--- config.mk ---
export PLATFORM = sky130hd
export DESIGN_NAME = sensorless_homing_sequencer
export DESIGN_NICKNAME = d
export VERILOG_FILES = /design/src/sv/shs_pkg.sv /design/src/sv/sensorless_homing_sequencer.sv
export SDC_FILE = /design/constraint.sdc
export NUM_CORES = 1
export LEC_CHECK = 0
export BUFFER_PORTS_ARGS = -buffer_cell sky130_fd_sc_hd__buf_4
export CAP_MARGIN = 20
export CORE_MARGIN = 3
export CORE_UTILIZATION = 60
export CTS_CLUSTER_SIZE = 40
export DETAILED_ROUTE_END_ITERATION = 8
export PLACE_DENSITY = 0.91
export RECOVER_POWER = 100
export SETUP_SLACK_MARGIN = 0.2
export SYNTH_ARGS = -nofsm -noshare
export SYNTH_HDL_FRONTEND = slang
export SYNTH_SLANG_ARGS = --single-unit
export TNS_END_PERCENT = 100
--- constraint.sdc ---
create_clock -name clk_i -period 16 [get_ports clk_i]
set_clock_uncertainty 0.1 [all_clocks]
set_input_delay 2.4 -clock clk_i [delete_from_list [all_inputs] [get_ports clk_i]]
set_output_delay 2.4 -clock clk_i [all_outputs]
set_load 0.005 [all_outputs]
--- src/sv/shs_pkg.sv ---
// Package with codes, register defaults and the result layout of the homing sequencer.
`default_nettype none

package shs_pkg;

  // Field widths of the request and result channels.
  localparam int unsigned CmdW      = 2;
  localparam int unsigned DirW      = 2;
  localparam int unsigned NowW      = 32;
  localparam int unsigned LoadW     = 10;
  localparam int unsigned PosW      = 32;
  localparam int unsigned MoveW     = 21;
  localparam int unsigned InDataW   = 80;
  localparam int unsigned OutDataW  = 40;
  localparam int unsigned CfgIdxW   = 3;
  localparam int unsigned CfgDataW  = 32;

  // Register widths.
  localparam int unsigned ConfirmW  = 8;
  localparam int unsigned TimeoutW  = 32;
  localparam int unsigned StepsW    = 20;
  localparam int unsigned PollW     = 16;
  localparam int unsigned ZeroRunW  = 8;
  localparam int unsigned MatchRunW = 2;

  // Default width of the stored timestamps.
  localparam int unsigned TimeBitsDefault = 32;

  // Register reset values.
  localparam logic [ConfirmW-1:0] ConfirmRst       = 8'd8;
  localparam logic [TimeoutW-1:0] RunTimeoutRst    = 32'd30000;
  localparam logic [TimeoutW-1:0] BackTimeoutRst   = 32'd10000;
  localparam logic [StepsW-1:0]   BackStepsRst     = 20'd2048;
  localparam logic [PollW-1:0]    SeekPollRst      = 16'd2;
  localparam logic [PollW-1:0]    BackPollRst      = 16'd10;

  // Saturation limits of the run counters.
  localparam logic [ZeroRunW-1:0]  ZeroRunMax  = '1;
  localparam logic [MatchRunW-1:0] MatchRunMax = '1;
  localparam logic [MatchRunW-1:0] MatchNeeded = 2'd2;

  // Register indexes of the configuration port.
  typedef enum logic [CfgIdxW-1:0] {
    REG_CONFIRM_COUNT  = 3'd0,
    REG_RUN_TIMEOUT    = 3'd1,
    REG_BACK_TIMEOUT   = 3'd2,
    REG_BACKOFF_STEPS  = 3'd3,
    REG_SEEK_POLL      = 3'd4,
    REG_BACK_POLL      = 3'd5
  } reg_idx_e;

  // Request commands.
  typedef enum logic [CmdW-1:0] {
    CMD_START = 2'd0,
    CMD_TICK  = 2'd1,
    CMD_TAKE  = 2'd2
  } cmd_e;

  // Seek directions.
  localparam logic [DirW-1:0] DIR_POS = 2'd0;
  localparam logic [DirW-1:0] DIR_NEG = 2'd1;

  // Sequencer phases.
  typedef enum logic [2:0] {
    PH_IDLE = 3'd0,
    PH_SEEK = 3'd1,
    PH_BACK = 3'd2,
    PH_DONE = 3'd3,
    PH_FAIL = 3'd4
  } phase_e;

  // Reply codes: start replies and take replies share the field.
  localparam logic [1:0] RPL_STARTED = 2'd0;
  localparam logic [1:0] RPL_BUSY    = 2'd1;
  localparam logic [1:0] RPL_INVALID = 2'd2;
  localparam logic [1:0] RPL_SUCCESS = 2'd0;
  localparam logic [1:0] RPL_FAIL    = 2'd1;
  localparam logic [1:0] RPL_NONE    = 2'd0;

  // Velocity commands.
  localparam logic [1:0] VEL_NONE = 2'd0;
  localparam logic [1:0] VEL_POS  = 2'd1;
  localparam logic [1:0] VEL_NEG  = 2'd2;

  // Completion messages.
  localparam logic [1:0] FB_NONE  = 2'd0;
  localparam logic [1:0] FB_DONE  = 2'd1;
  localparam logic [1:0] FB_STALL = 2'd2;

  // Result item, last field in the lowest bits.
  typedef struct packed {
    logic [1:0]       feedback;
    logic             restore_settings;
    logic             zero_position;
    logic [MoveW-1:0] move_relative;
    logic             stop_motor;
    logic [1:0]       drive_velocity;
    logic             configure_detect;
    logic             motor_out;
    logic [2:0]       phase;
    logic [1:0]       reply_code;
  } result_t;

endpackage

`default_nettype wire

--- src/sv/sensorless_homing_sequencer.sv ---
// Sensorless homing sequencer: stall-detect homing with seek, backoff and zeroing.
//
// Requests arrive on the s_axis channel; the command travels in s_axis_tuser and
// the remaining fields in s_axis_tdata. Every request yields exactly one result
// on the m_axis channel, carrying the reply, the phase after the request and the
// motor actions to apply.
// The result is registered: a request's result shows on m_axis in the cycle after
// the request is accepted. Throughput is one request per cycle while the receiver
// takes results; the phase logic and the timestamp compares settle in one pass
// from the request port to the result register.
// The result register is the only buffer. s_axis_tready stays high while it is
// empty or being taken, so a stalled receiver holds back new requests only while
// a result is waiting.
// Reset empties the result register, returns to the idle phase with a failed outcome
// and loads the configuration registers with their defaults. The user writes registers
// via cfg_we_i, cfg_idx_i and cfg_wdata_i only while idle; this is not enforced.
`default_nettype none

module sensorless_homing_sequencer #(
  parameter int unsigned TIME_BITS = shs_pkg::TimeBitsDefault
) (
  input  wire logic                           clk_i,
  input  wire logic                           rst_ni,
  // Request channel.
  input  wire logic                           s_axis_tvalid,
  output logic                                s_axis_tready,
  // tdata from bit 0: motor_select, motor_present, direction, now_ms,
  // stall_event, load_value, position, zero fill.
  input  wire logic [shs_pkg::InDataW-1:0]    s_axis_tdata,
  // tuser: command.
  input  wire logic [shs_pkg::CmdW-1:0]       s_axis_tuser,
  // Result channel.
  output logic                                m_axis_tvalid,
  input  wire logic                           m_axis_tready,
  // tdata from bit 0: reply_code, phase, motor_out, configure_detect,
  // drive_velocity, stop_motor, move_relative, zero_position,
  // restore_settings, feedback, zero fill.
  output logic [shs_pkg::OutDataW-1:0]        m_axis_tdata,
  // Configuration write port.
  input  wire logic                           cfg_we_i,
  input  wire logic [shs_pkg::CfgIdxW-1:0]    cfg_idx_i,
  input  wire logic [shs_pkg::CfgDataW-1:0]   cfg_wdata_i
);
  import shs_pkg::*;

  // Compare width covers both the timestamps and the 32-bit timeouts.
  localparam int unsigned CmpW = (TIME_BITS > TimeoutW) ? TIME_BITS : TimeoutW;
  localparam int unsigned ExtW = (TIME_BITS > NowW) ? TIME_BITS : NowW;

  // Request fields.
  logic                    in_fire;
  cmd_e                    cmd;
  logic                    motor_select;
  logic                    motor_present;
  logic [DirW-1:0]         direction;
  logic [NowW-1:0]         now_ms;
  logic                    stall_event;
  logic [LoadW-1:0]        load_value;
  logic [PosW-1:0]         position;

  assign cmd           = cmd_e'(s_axis_tuser);
  assign motor_select  = s_axis_tdata[0];
  assign motor_present = s_axis_tdata[1];
  assign direction     = s_axis_tdata[3:2];
  assign now_ms        = s_axis_tdata[35:4];
  assign stall_event   = s_axis_tdata[36];
  assign load_value    = s_axis_tdata[46:37];
  assign position      = s_axis_tdata[78:47];

  // Configuration registers.
  logic [ConfirmW-1:0] confirm_count_q;
  logic [TimeoutW-1:0] run_timeout_q;
  logic [TimeoutW-1:0] back_timeout_q;
  logic [StepsW-1:0]   backoff_steps_q;
  logic [PollW-1:0]    seek_poll_q;
  logic [PollW-1:0]    back_poll_q;

  always_ff @(posedge clk_i or negedge rst_ni) begin
    if (!rst_ni) begin
      confirm_count_q <= ConfirmRst;
      run_timeout_q   <= RunTimeoutRst;
      back_timeout_q  <= BackTimeoutRst;
      backoff_steps_q <= BackStepsRst;
      seek_poll_q     <= SeekPollRst;
      back_poll_q     <= BackPollRst;
    end else if (cfg_we_i) begin
      unique case (reg_idx_e'(cfg_idx_i))
        REG_CONFIRM_COUNT: confirm_count_q <= cfg_wdata_i[ConfirmW-1:0];
        REG_RUN_TIMEOUT:   run_timeout_q   <= cfg_wdata_i[TimeoutW-1:0];
        REG_BACK_TIMEOUT:  back_timeout_q  <= cfg_wdata_i[TimeoutW-1:0];
        REG_BACKOFF_STEPS: backoff_steps_q <= cfg_wdata_i[StepsW-1:0];
        REG_SEEK_POLL:     seek_poll_q     <= cfg_wdata_i[PollW-1:0];
        REG_BACK_POLL:     back_poll_q     <= cfg_wdata_i[PollW-1:0];
        default: ;
      endcase
    end
  end

  // Sequencer state.
  phase_e                 phase_q, phase_d;
  logic                   motor_q, motor_d;
  logic                   seek_neg_q, seek_neg_d;
  logic [ZeroRunW-1:0]    zero_run_q, zero_run_d;
  logic [MatchRunW-1:0]   match_run_q, match_run_d;
  logic [TIME_BITS-1:0]   last_poll_q, last_poll_d;
  logic [TIME_BITS-1:0]   start_time_q, start_time_d;
  logic [PosW-1:0]        target_q, target_d;
  logic                   failed_q, failed_d;

  // Timestamp of the request, taken modulo 2^TIME_BITS.
  logic [ExtW-1:0]        now_ext;
  logic [TIME_BITS-1:0]   now_t;
  logic [TIME_BITS-1:0]   since_start;
  logic [TIME_BITS-1:0]   since_poll;
  logic [CmpW-1:0]        since_start_c;
  logic [CmpW-1:0]        since_poll_c;

  assign now_ext       = ExtW'(now_ms);
  assign now_t         = now_ext[TIME_BITS-1:0];
  assign since_start   = now_t - start_time_q;
  assign since_poll    = now_t - last_poll_q;
  assign since_start_c = CmpW'(since_start);
  assign since_poll_c  = CmpW'(since_poll);

  // Backoff move, opposite to the seek direction.
  logic [PosW-1:0]        move_amt;
  logic [ZeroRunW-1:0]    zero_run_inc;
  logic [MatchRunW-1:0]   match_run_inc;

  assign move_amt      = seek_neg_q ? PosW'(backoff_steps_q)
                                    : PosW'(0) - PosW'(backoff_steps_q);
  assign zero_run_inc  = (zero_run_q < ZeroRunMax) ? zero_run_q + ZeroRunW'(1)
                                                   : zero_run_q;
  assign match_run_inc = (match_run_q < MatchRunMax) ? match_run_q + MatchRunW'(1)
                                                     : match_run_q;

  result_t res;
  logic    active;
  logic    backoff_go;

  assign active = (phase_q == PH_SEEK) || (phase_q == PH_BACK);

  // Next state and result of the accepted request.
  always_comb begin
    phase_d      = phase_q;
    motor_d      = motor_q;
    seek_neg_d   = seek_neg_q;
    zero_run_d   = zero_run_q;
    match_run_d  = match_run_q;
    last_poll_d  = last_poll_q;
    start_time_d = start_time_q;
    target_d     = target_q;
    failed_d     = failed_q;
    backoff_go   = 1'b0;
    res          = '0;

    if (in_fire) begin
      unique case (cmd)
        CMD_START: begin
          if (active) begin
            res.reply_code = RPL_BUSY;
          end else if (!motor_present || (direction != DIR_POS && direction != DIR_NEG)) begin
            res.reply_code = RPL_INVALID;
          end else begin
            res.reply_code       = RPL_STARTED;
            motor_d              = motor_select;
            seek_neg_d           = direction[0];
            zero_run_d           = '0;
            res.configure_detect = 1'b1;
            res.drive_velocity   = direction[0] ? VEL_NEG : VEL_POS;
            last_poll_d          = now_t;
            start_time_d         = now_t;
            phase_d              = PH_SEEK;
          end
        end
        CMD_TICK: begin
          if (!active) begin
            // Nothing to poll outside seek and backoff.
          end else if (!motor_present) begin
            // Driver gone: fail without touching it.
            phase_d      = PH_FAIL;
            failed_d     = 1'b1;
            res.feedback = FB_STALL;
          end else if (phase_q == PH_SEEK) begin
            if (since_start_c >= CmpW'(run_timeout_q)) begin
              res.stop_motor       = 1'b1;
              res.restore_settings = 1'b1;
              phase_d              = PH_FAIL;
              failed_d             = 1'b1;
              res.feedback         = FB_STALL;
            end else if (since_poll_c >= CmpW'(seek_poll_q)) begin
              last_poll_d = now_t;
              if (stall_event) begin
                backoff_go = 1'b1;
              end else if (load_value == '0) begin
                zero_run_d = zero_run_inc;
                backoff_go = (zero_run_inc >= confirm_count_q);
              end else begin
                zero_run_d = '0;
              end
            end
          end else begin
            if (since_start_c >= CmpW'(back_timeout_q)) begin
              res.stop_motor       = 1'b1;
              res.restore_settings = 1'b1;
              phase_d              = PH_FAIL;
              failed_d             = 1'b1;
              res.feedback         = FB_STALL;
            end else if (since_poll_c >= CmpW'(back_poll_q)) begin
              last_poll_d = now_t;
              if (position == target_q) begin
                match_run_d = match_run_inc;
                if (match_run_inc >= MatchNeeded) begin
                  res.zero_position    = 1'b1;
                  res.stop_motor       = 1'b1;
                  res.restore_settings = 1'b1;
                  phase_d              = PH_DONE;
                  failed_d             = 1'b0;
                  res.feedback         = FB_DONE;
                end
              end else begin
                match_run_d = '0;
              end
            end
          end
        end
        CMD_TAKE: begin
          res.reply_code = failed_q ? RPL_FAIL : RPL_SUCCESS;
          if (phase_q == PH_DONE || phase_q == PH_FAIL) begin
            phase_d  = PH_IDLE;
            failed_d = 1'b1;
          end
        end
        default: begin
          res.reply_code = RPL_NONE;
        end
      endcase

      // Stall confirmed: stop and move back off the limit.
      if (backoff_go) begin
        res.stop_motor    = 1'b1;
        res.move_relative = move_amt[MoveW-1:0];
        target_d          = position + move_amt;
        match_run_d       = '0;
        start_time_d      = now_t;
        phase_d           = PH_BACK;
      end
    end

    res.phase     = phase_d;
    res.motor_out = motor_d;
  end

  // Result register with its valid flag.
  logic                out_valid_q;
  logic [OutDataW-1:0] out_data_q;

  assign s_axis_tready = !out_valid_q || m_axis_tready;
  assign in_fire       = s_axis_tvalid && s_axis_tready;
  assign m_axis_tvalid = out_valid_q;
  assign m_axis_tdata  = out_data_q;

  always_ff @(posedge clk_i or negedge rst_ni) begin
    if (!rst_ni) begin
      out_valid_q  <= 1'b0;
      phase_q      <= PH_IDLE;
      motor_q      <= 1'b0;
      seek_neg_q   <= 1'b0;
      zero_run_q   <= '0;
      match_run_q  <= '0;
      last_poll_q  <= '0;
      start_time_q <= '0;
      target_q     <= '0;
      failed_q     <= 1'b1;
    end else begin
      if (in_fire) begin
        out_valid_q <= 1'b1;
      end else if (m_axis_tready) begin
        out_valid_q <= 1'b0;
      end
      phase_q      <= phase_d;
      motor_q      <= motor_d;
      seek_neg_q   <= seek_neg_d;
      zero_run_q   <= zero_run_d;
      match_run_q  <= match_run_d;
      last_poll_q  <= last_poll_d;
      start_time_q <= start_time_d;
      target_q     <= target_d;
      failed_q     <= failed_d;
    end
  end

  // Result payload needs no reset.
  always_ff @(posedge clk_i) begin
    if (in_fire) begin
      out_data_q <= OutDataW'(res);
    end
  end

endmodule

`default_nettype wire
# Word level (Yosys, flattened, before mapping)
# Index checks and enable logic that the tools add are counted.
[classes]
add_sub_neg = 6
order_cmp = 8
eq_ne = 34
muxes = 94
bitwise_logic = 7
n_reduce_logical = 38
[op_table]
columns = ["cell", "n"]
rows = [
  ["32-bit two-way mux", 12],
  ["8-bit two-way mux", 10],
  ["32-bit by 16-bit >= comparator with 1-bit output", 2],
  ["32-bit >= comparator", 2],
  ["32-bit one-hot mux with 2 select lines", 1],
  ["32-bit subtractor", 2],
  ["3-bit two-way mux", 19],
  ["1-bit two-way mux", 35],
  ["32-bit adder", 1],
  ["32-bit equality test", 1],
  ["2-bit two-way mux", 13],
  ["1-bit by 20-bit subtractor with 21-bit output, first input constant", 1],
  ["10-bit AND reduction", 2],
  ["2-bit inequality test, second input constant", 9],
  ["2-bit nonzero test", 9],
  ["8-bit one-hot mux with 2 select lines", 1],
  ["2-bit AND reduction", 8],
  ["5-bit inequality test, second input constant", 3],
  ["3-bit by 2-bit equality test with 1-bit output, second input constant", 4],
  ["3-bit inequality test, second input constant", 4],
  ["10-bit zero test", 1],
  ["2-bit by 1-bit inequality test with 1-bit output, second input constant", 5],
  ["3-bit equality test, second input constant", 3],
  ["3-bit one-hot mux with 3 select lines", 1],
  ["25 further kinds", 38],
]
[totals]
register_bits = 272
input_bits = 122
word_cells = 211

# Longest topological paths before layout
[logic_depth]
word_depth = 14
mapped_depth = 29
depth_no_buf = 27

# Worst setup path after synthesis
# No wires, ideal clock.
[synth_timing]
kind = "input to register"
startpoint = "input s_axis_tdata[4] (netlist name)"
endpoint = "register target_q[14]"
setup_ns = 0.125
arrival_time_ns = 7.679
slack_ns = 8.096
path_stages = 27
cell_sequence = "inv_1 ha_1 inv_1 fa_1 a21o_1 a21o_1 a21oi_1 o21ai_0 a41oi_1 o31ai_1 a21oi_1 nor2_1 a31o_2 a21oi_1 xnor2_1 ha_1 and3_1 nand3_1 nor4_1 a2111oi_0 o21a_1 o21ai_1 or4_1 a31oi_2 nand2_1 buf_4 mux2_2"
[synth_between]
elab_chain_cells = 10
[synth_rtl]
columns = ["element", "line", "source"]
rows = [
  ["start, declared", "sensorless_homing_sequencer.sv:29", "input wire logic [shs_pkg::InDataW-1:0] s_axis_tdata,"],
  ["32-bit subtractor", "sensorless_homing_sequencer.sv:121", "assign since_poll = now_t - last_poll_q;"],
  ["32-bit by 16-bit >= comparator with 1-bit output", "sensorless_homing_sequencer.sv:191", "end else if (since_poll_c >= CmpW'(seek_poll_q)) begin"],
  ["1-bit two-way mux", "sensorless_homing_sequencer.sv:191", ""],
  ["1-bit two-way mux (*)", "sensorless_homing_sequencer.sv:185", "if (since_start_c >= CmpW'(run_timeout_q)) begin"],
  ["1-bit two-way mux (*)", "sensorless_homing_sequencer.sv:184", "end else if (phase_q == PH_SEEK) begin"],
  ["1-bit two-way mux (*)", "sensorless_homing_sequencer.sv:179", "end else if (!motor_present) begin"],
  ["1-bit two-way mux (*)", "sensorless_homing_sequencer.sv:177", "if (!active) begin"],
  ["1-bit two-way mux (*)", "sensorless_homing_sequencer.sv:158", "unique case (cmd)"],
  ["1-bit two-way mux (*)", "sensorless_homing_sequencer.sv:157", "if (in_fire) begin"],
  ["2-bit AND reduction (no source line) (*)", "n/a", ""],
  ["end signal, assigned", "sensorless_homing_sequencer.sv:288", "target_q <= target_d;"],
  ["end, declared", "sensorless_homing_sequencer.sv:107", "logic [PosW-1:0] target_q, target_d;"],
]
# Mark *: on every way between the ends. The rest lies on a longest branch, timed or not. The select of a mux whose other input is x is not followed.
# A chain may end at the register's enable or synchronous reset.

# Final worst setup path
[layout_timing]
startpoint = "input s_axis_tdata[4] (netlist name)"
endpoint = "register last_poll_q[13]"
[layout_between]
elab_chain_cells = 4
[layout_rtl]
columns = ["element", "line", "source"]
rows = [
  ["32-bit subtractor (on tied branches)", "sensorless_homing_sequencer.sv:121, sensorless_homing_sequencer.sv:120", ""],
  ["32-bit by 16-bit >= comparator with 1-bit output (tied with other cells)", "sensorless_homing_sequencer.sv:191", ""],
  ["3-bit inequality test (no source line)", "n/a", ""],
  ["10-bit AND reduction (no source line) (*)", "n/a", ""],
  ["end signal, assigned", "sensorless_homing_sequencer.sv:286", "last_poll_q <= last_poll_d;"],
  ["end, declared", "sensorless_homing_sequencer.sv:105", "logic [TIME_BITS-1:0] last_poll_q, last_poll_d;"],
]
# Mark *: on every way between the ends. The rest lies on a longest branch, timed or not.

==> implementation parameters <==
Parameter                              Value

Outcome
  Outcome ... complete, but fails checks
  Violated checks ... max-capacitance violations, max-slew violations

Clock tree
  Post-CTS resize count ... 0
  Number of clock sinks ... 272
  Clock-pin slew of the registers on the worst-case setup and hold paths ... 0.05 ns
  Number of buffers on the longest clock path ... 3
  Clock tree root buffer cell ... sky130_fd_sc_hd__clkbuf_16
  Post-CTS Hold Buffers ... 0
  Cts bufs inserted ... 30
  Clk_lat worst skew ... 0.56 ns
  Setup repair bufs after CTS ... 0
  CTS tree ... built
  CTS HTree Levels ... 1

Setup path
  Crit. End Element ... flop
  CP startpoint kind ... input port
  Critical path start-end classification ... in2reg
  Maximum fanout encountered on the critical timing path ... 23
  R2r worst-path depth ... 26
  Launching point of the worst reg2reg path ... start_time_q[0]$_DFFE_PN0P_
  CP arrival ... 10.47 ns
  Required @ worst endpoint ... 16.33 ns
  R2R Path End ... last_poll_q[13]$_DFFE_PN0P_
  Flop2flop setup slack ... 7.57 ns

Pwr
  Largest vdd supply drop ... 0.121 mV
  LEAKAGE ... 9.98 nW
  Power per cell area ... 168 mW/mm2

STA
  Slew @ Worst Pin ... 5.71 ns
  Min Hold Slack ... 0.389 ns
  Unrepaired setup endpoints after global routing ... false
  Fin Setup TNS ... 0 ns
  Final setup fails ... 0
  Final Slew Violations ... 530
  Final count of hold timing violations ... 0
  Fin crit share ... 63.3%
  Post-route setup slack ... 5.87 ns
  Worst slew margin relative to its limit ... -281%
  Shortest clock period the worst path allows after layout ... 10.13 ns
  Maximum clock frequency ... 98.7 MHz

Route
  Number of design rule violations left after detail routing ... 0
  Drt wl/cell ... 19.5 um
  Antenna-violating nets left ... 0
  DRT iter0 DRCs ... 1358
  Via count of the routed design ... 16000
  First-pass iteration count of the detailed router ... 5
  WL final ... 50200 um
  DR vias/cell ... 6.24

Final layout
  Fraction of final layout cells sized beyond drive strength 1 ... 14.9%
  Most frequent cells in the layout ... 219 x sky130_fd_sc_hd__dfrtp_1, 201 x sky130_fd_sc_hd__inv_1, 199 x sky130_fd_sc_hd__ha_1, 191 x sky130_fd_sc_hd__o21ai_0, 162 x sky130_fd_sc_hd__nand2_1
  Leading cell type in the layout, fill and taps excluded ... sky130_fd_sc_hd__dfrtp_1
  Post-route design area ... 0.0213 mm2
  Final core utilization ... 69.3%
  Synthesis-to-finish area growth ... 13.3%
  Post-layout net count ... 2470

Synth
  Post-synthesis sequential area ratio ... 37.2%
  Syn_area_per_cell ... 9.41 um2
  Area of the mapped netlist ... 0.0188 mm2
  Cell accounting for the most synthesized area ... sky130_fd_sc_hd__dfrtp_1
  Top cells by area, synth ... sky130_fd_sc_hd__dfrtp_1 29%, sky130_fd_sc_hd__ha_1 13%, sky130_fd_sc_hd__edfxtp_1 5.6%
  Yosys warning count ... 0
  Most common flop cell mapped by yosys ... sky130_fd_sc_hd__dfrtp_1
  Synthesized instance count ... 1999
  Share of synthesized flip-flops with an asynchronous set or reset ... 87.1%
  Flops & latches, synth ... 272
  Top cell type's share of synthesized area ... 29.1%
  Post-synth EDFFs ... 35
  Yosys cell types ... 79

Floorplan
  Area of the die ... 0.0335 mm2
  IO Pins ... 164
  Initial Util ... 61.2%
  Standard-cell row count ... 64
  Std-Cell Core Area ... 0.0307 mm2
  Die Height ... 183 um
  Width of the die ... 183 um

GRT
  Global-route usage over all layers ... 28.9%
  Largest net degree at the start of global routing ... 105
  First-pass GRT wire length ... 79700 um
  Final global-route overflow total ... 0
  Antenna violations before repair ... 2
  Via count of the first global-routing pass ... 15900

Min path
  Type of the worst min-delay path ... reg2reg
  Hold path start ... last_poll_q[19]$_DFFE_PN0P_
  End point of the worst hold path ... last_poll_q[19]$_DFFE_PN0P_
  Hold Path Cell Cnt ... 1

Place
  Post-place setup slack ... 6.70 ns
  Port Buffer Count ... 157
  Final estimated routing congestion in global placement ... 0.921
  Half-perimeter wire length after detailed placement ... 37000 um
  Placed cell areas ... 0.0203 mm2

Run
  Number of maximum-capacitance violations ... 10
## cell type report
type                            count  area [um2]
Antenna cell                        1        2.50
Tap cell                          396         495
Sequential cell                   272        7000
Inverter                          201         754
Timing Repair Buffer              168        1200
Clock inverter                      6         131
Multi-Input combinational cell   1473       10800
Fill cell                        2209        9440
Clock buffer                       50         958
## synthesized netlist by cell type, types with 26 or more instances
cell	instances
sky130_fd_sc_hd__dfrtp_1	219
sky130_fd_sc_hd__nor3_1	36
sky130_fd_sc_hd__nand2b_1	29
sky130_fd_sc_hd__clkbuf_1	40
sky130_fd_sc_hd__nor2b_1	33
sky130_fd_sc_hd__nor2_1	92
sky130_fd_sc_hd__ha_1	199
sky130_fd_sc_hd__nand4_1	28
sky130_fd_sc_hd__inv_1	201
sky130_fd_sc_hd__mux2_2	93
sky130_fd_sc_hd__xor2_1	45
sky130_fd_sc_hd__a21o_1	75
sky130_fd_sc_hd__edfxtp_1	35
sky130_fd_sc_hd__nand2_1	162
sky130_fd_sc_hd__a21oi_1	115
sky130_fd_sc_hd__nand3_1	33
sky130_fd_sc_hd__xnor2_1	87
sky130_fd_sc_hd__mux2_1	26
sky130_fd_sc_hd__o21ai_0	190
## flip-flops by register name, summed over array words and instances, names as in the netlist
| signal | cells |
|---|---|
| zero_run_q | 8 |
| match_run_q | 2 |
| motor_q | 1 |
| last_poll_q | 32 |
| back_timeout_q | 32 |
| phase_q | 3 |
| failed_q | 1 |
| run_timeout_q | 32 |
| confirm_count_q | 8 |
| target_q | 32 |
| m_axis_tvalid | 1 |
| start_time_q | 32 |
| seek_neg_q | 1 |
| m_axis_tdata | 35 |
| back_poll_q | 16 |
| backoff_steps_q | 20 |
| seek_poll_q | 16 |
## per-layer routing
metal	vias to the layer above	GRT usage (%)	wire, um
li1	7388	-	-
met3	169	4.36	3730
met1	7684	37.9	20700
met2	769	49.0	23600
met5	-	0	13
met4	2	10.9	2150
## worst max path at each step
| stage | from | end | slack [ns] | cells past startpoint |
|---|---|---|---|---|
| 2_1_floorplan | s_axis_tdata[4] | target_q[14]$_DFFE_PN0P_ | 8.10 | 27 |
| 3_3_place_gp | s_axis_tdata[4] | last_poll_q[0]$_DFFE_PN0P_ | 6.93 | 27 |
| 3_5_place_dp | s_axis_tdata[4] | last_poll_q[13]$_DFFE_PN0P_ | 6.70 | 27 |
| 4_1_cts | s_axis_tdata[4] | last_poll_q[13]$_DFFE_PN0P_ | 7.24 | 27 |
| 5_1_grt | rst_ni | last_poll_q[20]$_DFFE_PN0P_ | 4.46 | 2 |
| 6_report | s_axis_tdata[4] | last_poll_q[13]$_DFFE_PN0P_ | 5.87 | 28 |
## worst max-delay path, cell delays in order
cell	delay [ns]
sky130_fd_sc_hd__clkbuf_1	0.14
sky130_fd_sc_hd__inv_1	0.09
sky130_fd_sc_hd__ha_1	0.25
sky130_fd_sc_hd__inv_1	0.09
sky130_fd_sc_hd__fa_1	0.21
sky130_fd_sc_hd__a21o_1	0.13
sky130_fd_sc_hd__a21o_1	0.16
sky130_fd_sc_hd__a21oi_1	0.10
sky130_fd_sc_hd__o21ai_0	0.50
sky130_fd_sc_hd__a41oi_1	0.23
sky130_fd_sc_hd__o31ai_1	0.44
sky130_fd_sc_hd__a21oi_1	0.23
sky130_fd_sc_hd__o41ai_1	0.52
sky130_fd_sc_hd__o21a_1	0.16
sky130_fd_sc_hd__nor2_1	0.05
sky130_fd_sc_hd__xnor2_1	0.16
sky130_fd_sc_hd__ha_1	0.33
sky130_fd_sc_hd__nand4_1	0.10
sky130_fd_sc_hd__or2_2	0.33
sky130_fd_sc_hd__nor4_1	0.40
sky130_fd_sc_hd__nand2_1	0.10
sky130_fd_sc_hd__o311ai_0	0.31
sky130_fd_sc_hd__nor2_1	0.17
sky130_fd_sc_hd__nand2_1	0.15
sky130_fd_sc_hd__a21oi_1	0.10
sky130_fd_sc_hd__a21oi_1	1.00
sky130_fd_sc_hd__clkbuf_1	1.16
sky130_fd_sc_hd__mux2_2	0.44
## per-stage QoR
| stage | std cells | total power [mW] |
|---|---|---|
| 2_1_floorplan | 2003 | 2.26 |
| 3_3_place_gp | 2507 | 2.64 |
| 3_5_place_dp | 2507 | 2.75 |
| 4_1_cts | 2563 | 3.53 |
| 5_1_grt | 2567 | 3.82 |
| 6_report | 2567 | 3.58 |
## report_power, final
part / leakage [nW] / total, mW / internal [mW] / switching, mW
clock: 0.535 / 0.753 / 0.469 / 0.284
sequential: 3.27 / 0.927 / 0.849 / 0.0778
combinational: 6.17 / 1.90 / 0.789 / 1.11
## cells by family (layout without fill, tap and decap cells)
family | after synthesis | in the layout | synth area share (%)
AOI/OAI and AO/OA | 539 | 539 | 18.0
adders and majority gates | 202 | 202 | 13.6
buffers and inverters | 258 | 425 | 5.53
muxes | 123 | 123 | 7.34
and+or+nand+nor | 472 | 472 | 12.2
DFF | 272 | 272 | 37.2
other | 1 | 6 | 0.0199
xor gates and xnor gates | 132 | 132 | 6.15
No activity file was read; power rests on OpenSTA's default activity.
